File: config.mk
export PLATFORM = sky130hd
export DESIGN_NAME = mount_tracking_rate_command
export DESIGN_NICKNAME = d
export VERILOG_FILES = /design/src/rtl/core/mtrc_pkg.sv /design/src/rtl/core/mtrc_front.sv /design/src/rtl/core/mtrc_alu.sv /design/src/rtl/core/mount_tracking_rate_command.sv
export SDC_FILE = /design/constraint.sdc
export NUM_CORES = 2
export LEC_CHECK = 0
export BUFFER_PORTS_ARGS = -buffer_cell sky130_fd_sc_hd__buf_2
export CELL_PAD_IN_SITES_DETAIL_PLACEMENT = 0
export CELL_PAD_IN_SITES_GLOBAL_PLACEMENT = 1
export CORE_MARGIN = 4
export CORE_UTILIZATION = 51
export DETAILED_ROUTE_END_ITERATION = 8
export HOLD_SLACK_MARGIN = 0.15
export PLACE_DENSITY_LB_ADDON = 0.2
export SETUP_SLACK_MARGIN = 0.5
export SLEW_MARGIN = 40
export SYNTH_ARGS = -nofsm -noshare
export SYNTH_HDL_FRONTEND = slang
export SYNTH_SLANG_ARGS = --single-unit
File: constraint.sdc
create_clock -name clk_i -period 14.3 [get_ports clk_i]
set_input_delay 1.43 -clock clk_i [delete_from_list [all_inputs] [get_ports clk_i]]
set_output_delay 1.43 -clock clk_i [all_outputs]
set_load 0.05 [all_outputs]
File: src/rtl/core/mtrc_pkg.sv
package mtrc_pkg;

  localparam int ANGLE_FRAC_BITS = 10;
  localparam int GAIN_FRAC_BITS  = 12;
  localparam int DEG             = 1 << ANGLE_FRAC_BITS;

  // field widths
  localparam int AZ_W    = 19;
  localparam int EL_W    = 19;
  localparam int TEL_W   = 18;
  localparam int AZR_W   = 20;
  localparam int ELR_W   = 19;
  localparam int GAIN_W  = 16;
  localparam int SLEW_W  = 18;
  localparam int LOW_W   = 17;
  localparam int SPD_W   = 18;
  localparam int CAUSE_W = 3;

  // internal widths
  localparam int DEL_W   = 20;
  localparam int WIDE_W  = 22;
  localparam int EMAG_W  = 19;
  localparam int RATE_W  = 19;
  localparam int MA_W    = GAIN_W + EMAG_W;
  localparam int PROD_W  = MA_W + EMAG_W;
  localparam int ACC_W   = PROD_W + 3;
  localparam int SPD_SHIFT = ANGLE_FRAC_BITS + GAIN_FRAC_BITS;
  localparam int SH_W    = ACC_W - SPD_SHIFT;

  // stream widths
  localparam int IN_TDATA_W  = 120;
  localparam int OUT_TDATA_W = 48;

  // configuration port
  localparam int CFG_IDX_W  = 3;
  localparam int CFG_DATA_W = 18;

  localparam logic [CFG_IDX_W-1:0] REG_EL_GAIN       = 3'd0;
  localparam logic [CFG_IDX_W-1:0] REG_EL_SQUARE_GAIN = 3'd1;
  localparam logic [CFG_IDX_W-1:0] REG_AZ_GAIN       = 3'd2;
  localparam logic [CFG_IDX_W-1:0] REG_AZ_SQUARE_GAIN = 3'd3;
  localparam logic [CFG_IDX_W-1:0] REG_MAX_SLEW      = 3'd4;
  localparam logic [CFG_IDX_W-1:0] REG_LOW_ELEVATION = 3'd5;
  localparam logic [CFG_IDX_W-1:0] REG_START_WRAP    = 3'd6;

  localparam logic [GAIN_W-1:0] RST_EL_GAIN        = 16'd4096;
  localparam logic [GAIN_W-1:0] RST_EL_SQUARE_GAIN = 16'd0;
  localparam logic [GAIN_W-1:0] RST_AZ_GAIN        = 16'd4096;
  localparam logic [GAIN_W-1:0] RST_AZ_SQUARE_GAIN = 16'd0;
  localparam logic [SLEW_W-1:0] RST_MAX_SLEW       = 18'd20480;
  localparam logic [LOW_W-1:0]  RST_LOW_ELEVATION  = 17'd15360;
  localparam logic              RST_WRAP           = 1'b0;

  // stop causes
  localparam logic [CAUSE_W-1:0] CAUSE_NONE      = 3'd0;
  localparam logic [CAUSE_W-1:0] CAUSE_CW_LIMIT  = 3'd1;
  localparam logic [CAUSE_W-1:0] CAUSE_CCW_LIMIT = 3'd2;
  localparam logic [CAUSE_W-1:0] CAUSE_EL_HIGH   = 3'd3;
  localparam logic [CAUSE_W-1:0] CAUSE_EL_LOW    = 3'd4;
  localparam logic [CAUSE_W-1:0] CAUSE_OBJ_LOW   = 3'd5;

  // azimuth constants, unsigned
  localparam logic [AZ_W-1:0] AZ_FULL    = AZ_W'(360 * DEG);
  localparam logic [AZ_W-1:0] AZ_10      = AZ_W'(10 * DEG);
  localparam logic [AZ_W-1:0] AZ_90      = AZ_W'(90 * DEG);
  localparam logic [AZ_W-1:0] AZ_91      = AZ_W'(91 * DEG);
  localparam logic [AZ_W-1:0] AZ_92      = AZ_W'(92 * DEG);
  localparam logic [AZ_W-1:0] AZ_180     = AZ_W'(180 * DEG);
  localparam logic [AZ_W-1:0] AZ_269     = AZ_W'(269 * DEG);
  localparam logic [AZ_W-1:0] AZ_270     = AZ_W'(270 * DEG);
  localparam logic [AZ_W-1:0] AZ_350     = AZ_W'(350 * DEG);
  localparam logic [AZ_W-1:0] AZ_WRAP_HI = AZ_W'((359999 * DEG + 999) / 1000);
  localparam logic [AZ_W:0]   TWO_AZ_LO  = (AZ_W+1)'(3 * DEG);
  localparam logic [AZ_W:0]   TWO_AZ_HI  = (AZ_W+1)'(717 * DEG);

  // signed constants
  localparam logic signed [WIDE_W-1:0] S_HALF  = WIDE_W'(180 * DEG);
  localparam logic signed [WIDE_W-1:0] S_NHALF = -WIDE_W'(180 * DEG);
  localparam logic signed [WIDE_W-1:0] S_FULL  = WIDE_W'(360 * DEG);
  localparam logic signed [DEL_W-1:0]  EL_90   = DEL_W'(90 * DEG);
  localparam logic signed [DEL_W-1:0]  EL_15   = DEL_W'(15 * DEG);
  localparam logic signed [DEL_W-1:0]  EL_ONE  = DEL_W'(DEG);

  // multiplier operand select
  localparam logic [1:0] MSRC_GAIN = 2'd0;
  localparam logic [1:0] MSRC_SQG  = 2'd1;
  localparam logic [1:0] MSRC_PROD = 2'd2;

  // accumulator ops
  localparam logic [1:0] ACC_HOLD = 2'd0;
  localparam logic [1:0] ACC_BASE = 2'd1;
  localparam logic [1:0] ACC_LIN  = 2'd2;

  typedef struct packed {
    logic [AZ_W-1:0]  scope_azimuth;
    logic [EL_W-1:0]  scope_elevation;
    logic [AZ_W-1:0]  target_azimuth;
    logic [TEL_W-1:0] target_elevation;
    logic [AZR_W-1:0] target_az_rate;
    logic [ELR_W-1:0] target_el_rate;
    logic             tracking_on;
    logic             in_stow_window;
  } in_t;

  typedef struct packed {
    logic                az_drive_dir;
    logic                el_drive_dir;
    logic                wrap;
    logic [CAUSE_W-1:0]  stop_cause;
    logic                el_kill;
    logic                az_kill;
    logic [EMAG_W-1:0]   el_emag;
    logic                el_lin_sub;
    logic [EMAG_W-1:0]   az_emag;
    logic                az_lin_sub;
    logic [RATE_W-1:0]   el_rate;
    logic [RATE_W-1:0]   az_rate;
  } geom_t;

  typedef struct packed {
    logic       mul_en;
    logic [1:0] mul_src;
    logic [1:0] acc_op;
  } alu_ctl_t;

  typedef struct packed {
    logic               az_drive_dir;
    logic               el_drive_dir;
    logic [SPD_W-1:0]   az_speed_cmd;
    logic [SPD_W-1:0]   el_speed_cmd;
    logic               stop_request;
    logic [CAUSE_W-1:0] stop_cause;
    logic               wrap_dir;
  } res_t;

endpackage

File: src/rtl/core/mtrc_front.sv
module mtrc_front import mtrc_pkg::*; (
  input  logic             clk_i,
  input  logic             red_en_i,
  input  logic             geo_en_i,
  input  in_t              in_i,
  input  logic             wrap_i,
  input  logic [LOW_W-1:0] low_elev_i,
  output geom_t            geom_o
);

  typedef struct packed {
    logic [AZ_W-1:0]   az;
    logic [AZ_W-1:0]   taz;
    logic [EL_W-1:0]   el;
    logic [TEL_W-1:0]  tel;
    logic [DEL_W-1:0]  del;
    logic [RATE_W-1:0] az_rate;
    logic [RATE_W-1:0] el_rate;
    logic              tracking;
    logic              window;
  } red_t;

  red_t  red_d, red_q;
  geom_t geom_d, geom_q;

  logic signed [WIDE_W-1:0] azr_x, azr_w, azr_abs;
  logic signed [DEL_W-1:0]  elr_x, elr_abs;

  // first step: range reduction, elevation error, rate wrap
  always_comb begin
    red_d = '0;
    red_d.az = (in_i.scope_azimuth >= AZ_FULL) ? in_i.scope_azimuth - AZ_FULL
                                               : in_i.scope_azimuth;
    red_d.taz = (in_i.target_azimuth >= AZ_FULL) ? in_i.target_azimuth - AZ_FULL
                                                 : in_i.target_azimuth;
    red_d.el  = in_i.scope_elevation;
    red_d.tel = in_i.target_elevation;
    red_d.del = {in_i.scope_elevation[EL_W-1], in_i.scope_elevation}
              - {{(DEL_W-TEL_W){in_i.target_elevation[TEL_W-1]}}, in_i.target_elevation};

    azr_x = $signed({{(WIDE_W-AZR_W){in_i.target_az_rate[AZR_W-1]}}, in_i.target_az_rate});
    if (azr_x > S_HALF) begin
      azr_w = azr_x - S_FULL;
    end else if (azr_x < S_NHALF) begin
      azr_w = azr_x + S_FULL;
    end else begin
      azr_w = azr_x;
    end
    azr_abs = azr_w[WIDE_W-1] ? -azr_w : azr_w;
    red_d.az_rate = azr_abs[RATE_W-1:0];

    elr_x   = $signed({in_i.target_el_rate[ELR_W-1], in_i.target_el_rate});
    elr_abs = elr_x[DEL_W-1] ? -elr_x : elr_x;
    red_d.el_rate = elr_abs[RATE_W-1:0];

    red_d.tracking = in_i.tracking_on;
    red_d.window   = in_i.in_stow_window;
  end

  always_ff @(posedge clk_i) begin
    if (red_en_i) begin
      red_q <= red_d;
    end
  end

  logic signed [WIDE_W-1:0] daz0, daz, daz_abs;
  logic signed [DEL_W-1:0]  del_s, del_abs, el_x, tel_x, low_x, low_p1;
  logic [AZ_W:0]            two_az;
  logic                     wrap_new, scope_north, tgt_north, tgt_east, in_slot;
  logic                     az_dir, el_dir;

  // second step: azimuth error, wrap update, directions, limits
  always_comb begin
    geom_d = '0;
    daz0 = $signed({{(WIDE_W-AZ_W){1'b0}}, red_q.taz})
         - $signed({{(WIDE_W-AZ_W){1'b0}}, red_q.az});
    if (daz0 > S_HALF) begin
      daz = daz0 - S_FULL;
    end else if (daz0 < S_NHALF) begin
      daz = daz0 + S_FULL;
    end else begin
      daz = daz0;
    end
    daz_abs = daz[WIDE_W-1] ? -daz : daz;

    del_s   = $signed(red_q.del);
    del_abs = del_s[DEL_W-1] ? -del_s : del_s;

    if (red_q.az < AZ_10 && wrap_i) begin
      wrap_new = 1'b0;
    end else if (red_q.az > AZ_350 && red_q.az < AZ_WRAP_HI && !wrap_i) begin
      wrap_new = 1'b1;
    end else begin
      wrap_new = wrap_i;
    end

    scope_north = red_q.az > AZ_270 || red_q.az < AZ_90;
    tgt_north   = red_q.taz > AZ_270 || red_q.taz < AZ_90;
    tgt_east    = red_q.taz != '0 && red_q.taz < AZ_180;

    if (!scope_north && tgt_north) begin
      az_dir = !wrap_new;
    end else begin
      az_dir = !(!daz[WIDE_W-1] && daz != '0);
    end
    el_dir = !del_s[DEL_W-1];

    two_az  = {red_q.az, 1'b0};
    in_slot = two_az < TWO_AZ_LO || two_az > TWO_AZ_HI;

    el_x   = $signed({red_q.el[EL_W-1], red_q.el});
    tel_x  = $signed({{(DEL_W-TEL_W){red_q.tel[TEL_W-1]}}, red_q.tel});
    low_x  = $signed({{(DEL_W-LOW_W){1'b0}}, low_elev_i});
    low_p1 = low_x + EL_ONE;

    geom_d.az_drive_dir = az_dir;
    geom_d.el_drive_dir = el_dir;
    geom_d.wrap         = wrap_new;
    geom_d.el_kill      = (el_x < low_p1) && el_dir && !in_slot;
    geom_d.az_kill      = el_x < low_x;
    geom_d.el_emag      = del_abs[EMAG_W-1:0];
    geom_d.el_lin_sub   = tgt_east ^ del_s[DEL_W-1];
    geom_d.az_emag      = daz_abs[EMAG_W-1:0];
    geom_d.az_lin_sub   = tgt_north ^ daz[WIDE_W-1];
    geom_d.el_rate      = red_q.el_rate;
    geom_d.az_rate      = red_q.az_rate;

    geom_d.stop_cause = CAUSE_NONE;
    if (red_q.tracking) begin
      priority if (red_q.az >= AZ_269 && red_q.az < AZ_270 && !wrap_new) begin
        geom_d.stop_cause = CAUSE_CW_LIMIT;
      end else if (red_q.az >= AZ_91 && red_q.az < AZ_92 && wrap_new) begin
        geom_d.stop_cause = CAUSE_CCW_LIMIT;
      end else if (el_x > EL_90 && !el_dir) begin
        geom_d.stop_cause = CAUSE_EL_HIGH;
      end else if (el_x < EL_15 && el_dir && !red_q.window) begin
        geom_d.stop_cause = CAUSE_EL_LOW;
      end else if (tel_x < EL_15 && two_az > TWO_AZ_LO) begin
        geom_d.stop_cause = CAUSE_OBJ_LOW;
      end else begin
        geom_d.stop_cause = CAUSE_NONE;
      end
    end
  end

  always_ff @(posedge clk_i) begin
    if (geo_en_i) begin
      geom_q <= geom_d;
    end
  end

  assign geom_o = geom_q;

endmodule

File: src/rtl/core/mtrc_alu.sv
module mtrc_alu import mtrc_pkg::*; (
  input  logic              clk_i,
  input  alu_ctl_t          ctl_i,
  input  logic [GAIN_W-1:0] gain_i,
  input  logic [GAIN_W-1:0] sq_gain_i,
  input  logic [EMAG_W-1:0] emag_i,
  input  logic [RATE_W-1:0] rate_i,
  input  logic              lin_sub_i,
  input  logic [SLEW_W-1:0] max_slew_i,
  output logic [SPD_W-1:0]  speed_o
);

  logic [MA_W-1:0]   mul_a;
  logic [PROD_W-1:0] mul_p, prod_q;
  logic [ACC_W-1:0]  acc_d, acc_q, base_x, lin_x, mag;
  logic [SH_W-1:0]   sh;

  always_comb begin
    unique case (ctl_i.mul_src)
      MSRC_GAIN: mul_a = {{(MA_W-GAIN_W){1'b0}}, gain_i};
      MSRC_SQG:  mul_a = {{(MA_W-GAIN_W){1'b0}}, sq_gain_i};
      MSRC_PROD: mul_a = prod_q[MA_W-1:0];
      default:   mul_a = '0;
    endcase
  end

  assign mul_p = {{(PROD_W-MA_W){1'b0}}, mul_a} * {{(PROD_W-EMAG_W){1'b0}}, emag_i};

  always_ff @(posedge clk_i) begin
    if (ctl_i.mul_en) begin
      prod_q <= mul_p;
    end
  end

  assign base_x = {{(ACC_W-RATE_W){1'b0}}, rate_i} << SPD_SHIFT;
  assign lin_x  = {{(ACC_W-PROD_W){1'b0}}, prod_q} << ANGLE_FRAC_BITS;

  always_comb begin
    unique case (ctl_i.acc_op)
      ACC_BASE: acc_d = base_x + {{(ACC_W-PROD_W){1'b0}}, prod_q};
      ACC_LIN:  acc_d = lin_sub_i ? acc_q - lin_x : acc_q + lin_x;
      default:  acc_d = acc_q;
    endcase
  end

  always_ff @(posedge clk_i) begin
    if (ctl_i.acc_op != ACC_HOLD) begin
      acc_q <= acc_d;
    end
  end

  assign mag = acc_q[ACC_W-1] ? -acc_q : acc_q;
  assign sh  = mag[ACC_W-1:SPD_SHIFT];
  assign speed_o = (sh > {{(SH_W-SLEW_W){1'b0}}, max_slew_i}) ? max_slew_i
                                                                : sh[SPD_W-1:0];

endmodule

File: src/rtl/core/mount_tracking_rate_command.sv
// Alt-azimuth tracking rate command.
// Input stream (s_axis): one item per servo tick with scope and target
// azimuth/elevation and target rates. Output stream (m_axis): one result
// item per input item, with drive directions, saturated axis speeds, the
// limit stop flag and cause, and the cable-wrap direction after the update.
// Configuration: cfg_we_i/cfg_idx_i/cfg_data_i write gains, slew ceiling,
// low elevation, and load the wrap direction; write only while idle.
// Timing: an item is accepted only in idle, and no new item is taken until
// the previous one has been loaded into the output register. The single
// shared multiplier and accumulator run five steps per axis for the two
// axes one after the other, after two steps of angle reduction and limit
// logic; one step then loads the output register, and the sequencer returns
// to idle, where the next item is accepted.
// A finished result sits in the output register; while it waits, the next
// item is accepted and processed. If the receiver stalls, the next result
// holds in the last step until the output register frees.
// Reset loads default gains and clears the wrap direction to clockwise.
module mount_tracking_rate_command import mtrc_pkg::*; (
  input  logic                   clk_i,
  input  logic                   rst_ni,
  // scope_azimuth, scope_elevation, target_azimuth, target_elevation,
  // target_az_rate, target_el_rate, tracking_on, in_stow_window, pad
  input  logic [IN_TDATA_W-1:0]  s_axis_tdata_i,
  input  logic                   s_axis_tvalid_i,
  output logic                   s_axis_tready_o,
  // az_drive_dir, el_drive_dir, az_speed_cmd, el_speed_cmd, stop_request,
  // stop_cause, wrap_dir, pad
  output logic [OUT_TDATA_W-1:0] m_axis_tdata_o,
  output logic                   m_axis_tvalid_o,
  input  logic                   m_axis_tready_i,
  input  logic                   cfg_we_i,
  input  logic [CFG_IDX_W-1:0]   cfg_idx_i,
  input  logic [CFG_DATA_W-1:0]  cfg_data_i
);

  localparam logic [3:0] S_IDLE = 4'd0;
  localparam logic [3:0] S_RED  = 4'd1;
  localparam logic [3:0] S_GEO  = 4'd2;
  localparam logic [3:0] S_SQA  = 4'd3;
  localparam logic [3:0] S_SQB  = 4'd4;
  localparam logic [3:0] S_ACC1 = 4'd5;
  localparam logic [3:0] S_ACC2 = 4'd6;
  localparam logic [3:0] S_SAT  = 4'd7;
  localparam logic [3:0] S_DONE = 4'd8;

  logic [3:0]        state_q, state_d;
  logic              axis_q, axis_d;  // 0 elevation, 1 azimuth
  logic [GAIN_W-1:0] el_gain_q, el_sq_gain_q, az_gain_q, az_sq_gain_q;
  logic [SLEW_W-1:0] max_slew_q;
  logic [LOW_W-1:0]  low_elev_q;
  logic              wrap_q;
  logic              out_valid_q;
  res_t              res_q;
  in_t               in_q;
  geom_t             geom;
  alu_ctl_t          alu_ctl;
  logic [SPD_W-1:0]  speed, el_spd_q, az_spd_q;
  logic              in_acc, out_load;

  assign s_axis_tready_o = (state_q == S_IDLE);
  assign in_acc   = s_axis_tvalid_i && s_axis_tready_o;
  assign out_load = (state_q == S_DONE) && (!out_valid_q || m_axis_tready_i);

  always_ff @(posedge clk_i) begin
    if (in_acc) begin
      in_q.scope_azimuth    <= s_axis_tdata_i[18:0];
      in_q.scope_elevation  <= s_axis_tdata_i[37:19];
      in_q.target_azimuth   <= s_axis_tdata_i[56:38];
      in_q.target_elevation <= s_axis_tdata_i[74:57];
      in_q.target_az_rate   <= s_axis_tdata_i[94:75];
      in_q.target_el_rate   <= s_axis_tdata_i[113:95];
      in_q.tracking_on      <= s_axis_tdata_i[114];
      in_q.in_stow_window   <= s_axis_tdata_i[115];
    end
  end

  always_ff @(posedge clk_i or negedge rst_ni) begin
    if (!rst_ni) begin
      el_gain_q    <= RST_EL_GAIN;
      el_sq_gain_q <= RST_EL_SQUARE_GAIN;
      az_gain_q    <= RST_AZ_GAIN;
      az_sq_gain_q <= RST_AZ_SQUARE_GAIN;
      max_slew_q   <= RST_MAX_SLEW;
      low_elev_q   <= RST_LOW_ELEVATION;
      wrap_q       <= RST_WRAP;
    end else if (cfg_we_i) begin
      unique case (cfg_idx_i)
        REG_EL_GAIN:        el_gain_q    <= cfg_data_i[GAIN_W-1:0];
        REG_EL_SQUARE_GAIN: el_sq_gain_q <= cfg_data_i[GAIN_W-1:0];
        REG_AZ_GAIN:        az_gain_q    <= cfg_data_i[GAIN_W-1:0];
        REG_AZ_SQUARE_GAIN: az_sq_gain_q <= cfg_data_i[GAIN_W-1:0];
        REG_MAX_SLEW:       max_slew_q   <= cfg_data_i[SLEW_W-1:0];
        REG_LOW_ELEVATION:  low_elev_q   <= cfg_data_i[LOW_W-1:0];
        REG_START_WRAP:     wrap_q       <= cfg_data_i[0];
        default: ;
      endcase
    end else if (state_q == S_DONE) begin
      wrap_q <= geom.wrap;
    end
  end

  mtrc_front u_front (
    .clk_i      (clk_i),
    .red_en_i   (state_q == S_RED),
    .geo_en_i   (state_q == S_GEO),
    .in_i       (in_q),
    .wrap_i     (wrap_q),
    .low_elev_i (low_elev_q),
    .geom_o     (geom)
  );

  always_comb begin
    state_d = state_q;
    axis_d  = axis_q;
    alu_ctl = '0;
    unique case (state_q)
      S_IDLE: begin
        if (in_acc) begin
          state_d = S_RED;
        end
      end
      S_RED: state_d = S_GEO;
      S_GEO: begin
        axis_d  = 1'b0;
        state_d = S_SQA;
      end
      S_SQA: begin
        alu_ctl.mul_en  = 1'b1;
        alu_ctl.mul_src = MSRC_SQG;
        state_d = S_SQB;
      end
      S_SQB: begin
        alu_ctl.mul_en  = 1'b1;
        alu_ctl.mul_src = MSRC_PROD;
        state_d = S_ACC1;
      end
      S_ACC1: begin
        alu_ctl.mul_en  = 1'b1;
        alu_ctl.mul_src = MSRC_GAIN;
        alu_ctl.acc_op  = ACC_BASE;
        state_d = S_ACC2;
      end
      S_ACC2: begin
        alu_ctl.acc_op = ACC_LIN;
        state_d = S_SAT;
      end
      S_SAT: begin
        if (!axis_q) begin
          axis_d  = 1'b1;
          state_d = S_SQA;
        end else begin
          state_d = S_DONE;
        end
      end
      S_DONE: begin
        if (out_load) begin
          state_d = S_IDLE;
        end
      end
      default: state_d = S_IDLE;
    endcase
  end

  always_ff @(posedge clk_i or negedge rst_ni) begin
    if (!rst_ni) begin
      state_q <= S_IDLE;
      axis_q  <= 1'b0;
    end else begin
      state_q <= state_d;
      axis_q  <= axis_d;
    end
  end

  mtrc_alu u_alu (
    .clk_i      (clk_i),
    .ctl_i      (alu_ctl),
    .gain_i     (axis_q ? az_gain_q : el_gain_q),
    .sq_gain_i  (axis_q ? az_sq_gain_q : el_sq_gain_q),
    .emag_i     (axis_q ? geom.az_emag : geom.el_emag),
    .rate_i     (axis_q ? geom.az_rate : geom.el_rate),
    .lin_sub_i  (axis_q ? geom.az_lin_sub : geom.el_lin_sub),
    .max_slew_i (max_slew_q),
    .speed_o    (speed)
  );

  always_ff @(posedge clk_i) begin
    if (state_q == S_SAT) begin
      if (axis_q) begin
        az_spd_q <= geom.az_kill ? '0 : speed;
      end else begin
        el_spd_q <= geom.el_kill ? '0 : speed;
      end
    end
  end

  always_ff @(posedge clk_i) begin
    if (out_load) begin
      res_q.az_drive_dir <= geom.az_drive_dir;
      res_q.el_drive_dir <= geom.el_drive_dir;
      res_q.az_speed_cmd <= az_spd_q;
      res_q.el_speed_cmd <= el_spd_q;
      res_q.stop_request <= (geom.stop_cause != CAUSE_NONE);
      res_q.stop_cause   <= geom.stop_cause;
      res_q.wrap_dir     <= geom.wrap;
    end
  end

  always_ff @(posedge clk_i or negedge rst_ni) begin
    if (!rst_ni) begin
      out_valid_q <= 1'b0;
    end else if (out_load) begin
      out_valid_q <= 1'b1;
    end else if (m_axis_tready_i) begin
      out_valid_q <= 1'b0;
    end
  end

  assign m_axis_tvalid_o = out_valid_q;
  assign m_axis_tdata_o  = {5'b0, res_q.wrap_dir, res_q.stop_cause, res_q.stop_request,
                            res_q.el_speed_cmd, res_q.az_speed_cmd,
                            res_q.el_drive_dir, res_q.az_drive_dir};

`ifndef ASSERT_OFF
  a_accept_starts: assert property (@(posedge clk_i) disable iff (!rst_ni)
    in_acc |=> (state_q == S_RED))
    else $error("item accepted but sequencer did not start");

  a_stop_flag: assert property (@(posedge clk_i) disable iff (!rst_ni)
    m_axis_tvalid_o |-> (res_q.stop_request == (res_q.stop_cause != CAUSE_NONE)))
    else $error("stop flag and cause disagree");

  a_speed_sat: assert property (@(posedge clk_i) disable iff (!rst_ni)
    m_axis_tvalid_o |-> (res_q.az_speed_cmd <= max_slew_q &&
                         res_q.el_speed_cmd <= max_slew_q))
    else $error("speed above slew ceiling");

  a_stop_tracking: assert property (@(posedge clk_i) disable iff (!rst_ni)
    (state_q == S_DONE && geom.stop_cause != CAUSE_NONE) |-> in_q.tracking_on)
    else $error("stop flagged while not tracking");
`endif

endmodule

==> metrics.md <==
| Metric | Value |
|---|---|
| Outcome | completed |
| Later-pin clock latency in the skew report | 650 ps |
| Data arrival, critical path | 10,140 ps |
| Final setup fails | 0 |
| CP Class | flop to flop |
| Setup TNS | 0 ps |
| GRT overflow | 0 |
| Mapped Area | 53,220 µm² |
| Fmax | 102.6 MHz |
| Worst Path Required | 14,690 ps |
| Final worst-path cycle share | 68.17% |
| Cts bufs inserted | 70 |
| CTS tree | done |
| Final hold vios | 0 |
| Root Buffer | clkbuf_16 |
| Shortest period the worst path allows | 9749 ps |
| Peak per-stage delay on the critical path | 590 ps |
| Post-route ant nets | 0 |
| Max Slew Vio Count | 0 |
| Synth top area share | 29.17% |
| Max-slew headroom | 38.84% |
| Final #Nets | 6,346 |
| # clock sinks | 623 |
| DIE AREA | 109,600 µm² |
| Routability cong. | 0.9137 |
| Critical path endpoint category | flop |
| Initial antenna violation count | 6 |
| Netlist cell types | 88 |
| Area contributors post-synth | edfxtp_1, fa_1, ha_1 |
| Final instance area | 58,200 µm² |
| Clk slew on worst S/H paths | 60 ps |
| I/O Buffers | 186 |
| Fill count | 9,133 |
| Most used cell, CP | fa_1 |
| Largest net degree at the start of global routing | 93 |
| Area grow syn2layout | 9.349% |
| RSZ-0062 raised after global routing | no |
| Syn avg cell area | 10.25 µm² |
| Die X | 331.0 µm |
| Vias in the first global route | 37.83k |
| Vias post-DR | 38.25k |
| Gate Count Post-Synth | 5,190 |
| Ys async rst share | 17.01% |
| Maxcap violations | 0 |
| Clock Tree Buf Depth | 3 |
| Area leader, netlist | edfxtp_1 |
| Element type at the critical path start | flop |
| Post-synthesis register bit count | 623 |
| Seq/Total Area, Yosys | 34.17% |
| # IOs | 196 |
| Worst Max-Slew Pin Slew | 917.4 ps |
| Chip Height | 331.0 µm |
| All-Layer GR Usage | 27.79% |
| 1st-iter DRT viols | 2,871 |
| WL per Instance | 22.08 µm |
| Core Region | 103,500 µm² |
| Util after Layout | 56.23% |
| DRC | 0 |
| DP Wirelength | 115,900 µm |
| Final Skew | 41.73 ps |
| Worst Path Max Fanout | 54 |
| Resized cells post-CTS | 0 |
| Post-DP Area | 55,880 µm² |
| Via density | 5.645 |
| WL final | 149,600 µm |
| Post-synth top flop | edfxtp_1 |
| Share of layout cells above drive strength 1 | 10.81% |
| Pre-Repair DR Iteration Count | 6 |
| Hold buffers post-CTS | 0 |
| Worst hold path class | flop to flop |
| # H-tree levels | 3 |
| Starting Density | 51.42% |
| Critical path's slowest cell | fa_1 |
| Setup Fix Bufs, Post-CTS | 0 |
| # rows | 118 |
| First-pass GRT wire length | 229,600 µm |
| Synthesis Warnings | 0 |
| EDFF count, synth | 517 |
==> path summary, 6_finish.rpt <==
check	depth (start not counted)	startpoint	slack, ps	end
max	31	state_q[3]	4550	u_alu.prod_q[51]
min	0	u_front.geom_d[23]	410	u_front.geom_o[23]
max reg2reg	31	state_q[3]	4550	u_alu.prod_q[51]
min reg2reg	0	u_front.geom_d[23]	410	u_front.geom_o[23]
max in group asynchronous	2	rst_ni	12460	az_gain_q[11]
min in group asynchronous	1	rst_ni	740	m_axis_tvalid_o
==> synthesized netlist by cell type (26+ instances only) <==
cell,n
inv_1,839
nand2_1,606
fa_1,564
edfxtp_1,517
nor2_1,434
ha_1,298
a21oi_1,204
xnor2_1,183
clkbuf_1,159
o21ai_0,146
mux2_2,133
xor2_1,105
dfrtp_1,98
a21o_1,89
nor3_1,60
mux2i_1,57
a211oi_1,49
nor4_1,40
nand2b_1,38
nand3_1,35
o31ai_1,34
nor2b_1,30
or3_1,30
a31oi_1,29
nand4_1,27
o21a_1,26
==> sequential cells by signal, summed over array words and instances, names as in the netlist, 19 cells and up <==
| signal | count |
|---|---|
| u_front.geom_d | 38 |
| u_front.el_x | 19 |
| u_alu.acc_q | 57 |
| m_axis_tdata_o | 43 |
| u_front.del_s | 20 |
| u_alu.prod_q | 54 |
| in_q | 116 |
| u_front.geom_o | 86 |
| u_front.red_q | 48 |
==> layout make-up <==
type / instances / area (µm²) / area share, %
multi-input cells: 3546 / 31330 / 53.83
clock inverters: 34 / 359.1 / 0.6170
well taps: 1380 / 1727 / 2.967
flip-flops and latches: 623 / 18190 / 31.26
clock buffers: 93 / 1921 / 3.300
repair buffers: 258 / 1514 / 2.601
inverters: 839 / 3152 / 5.416
diodes: 3 / 7.507 / 0.01290
==> through the flow <==
stage / hold WS (ps) / worst slack (ps) / std cells
floorplan: 400.3 / 4413 / 5195
global placement: 401.0 / 4707 / 6640
detailed placement: 404.5 / 4709 / 6644
CTS: 409.6 / 4668 / 6771
global route: 419.7 / 4092 / 6773
finish: 413.0 / 4551 / 6776
==> worst max-delay path, delay by kind of cell (launching register included) <==
kind,cells,cell delay (ps)
DFF,1,490
xor gates and xnor gates,1,100
adders and majority gates,7,3530
buffers and inverters,7,1260
AOI/OAI and AO/OA,12,3190
and+or+nand+nor,4,890
==> metal layers <==
metal / part of all wire, % / global-route usage (%)
met1: 43 / 39.70
met5: 0.026 / 0
met3: 8.2 / 5.455
met4: 3.7 / 9.428
met2: 45 / 42.82
==> placed cells by master (no fill, tap or decap), types with 89 or more instances in the layout <==
cell and instances:
inv_1 838, nand2_1 605, fa_1 564, edfxtp_1 517, nor2_1 433, ha_1 297, a21oi_1 204, buf_2 185
xnor2_1 183, o21ai_0 146, mux2_2 133, xor2_1 105, dfrtp_1 97, a21o_1 89
==> cells by family (layout without fill, tap and decap cells) <==
group,after synthesis,count (layout),synth area share [%]
muxes,190,190,3.886
AOI/OAI and AO/OA,782,782,9.881
DFF,623,623,34.17
adders and majority gates,862,862,28.22
other,1,9,0.007046
xor gates and xnor gates,288,288,4.739
and+or+nand+nor,1418,1418,11.79
buffers and inverters,1026,1224,7.299
Power is not shown: default switching activity piles up to over one toggle a cycle in this logic, so the estimate is an artifact.
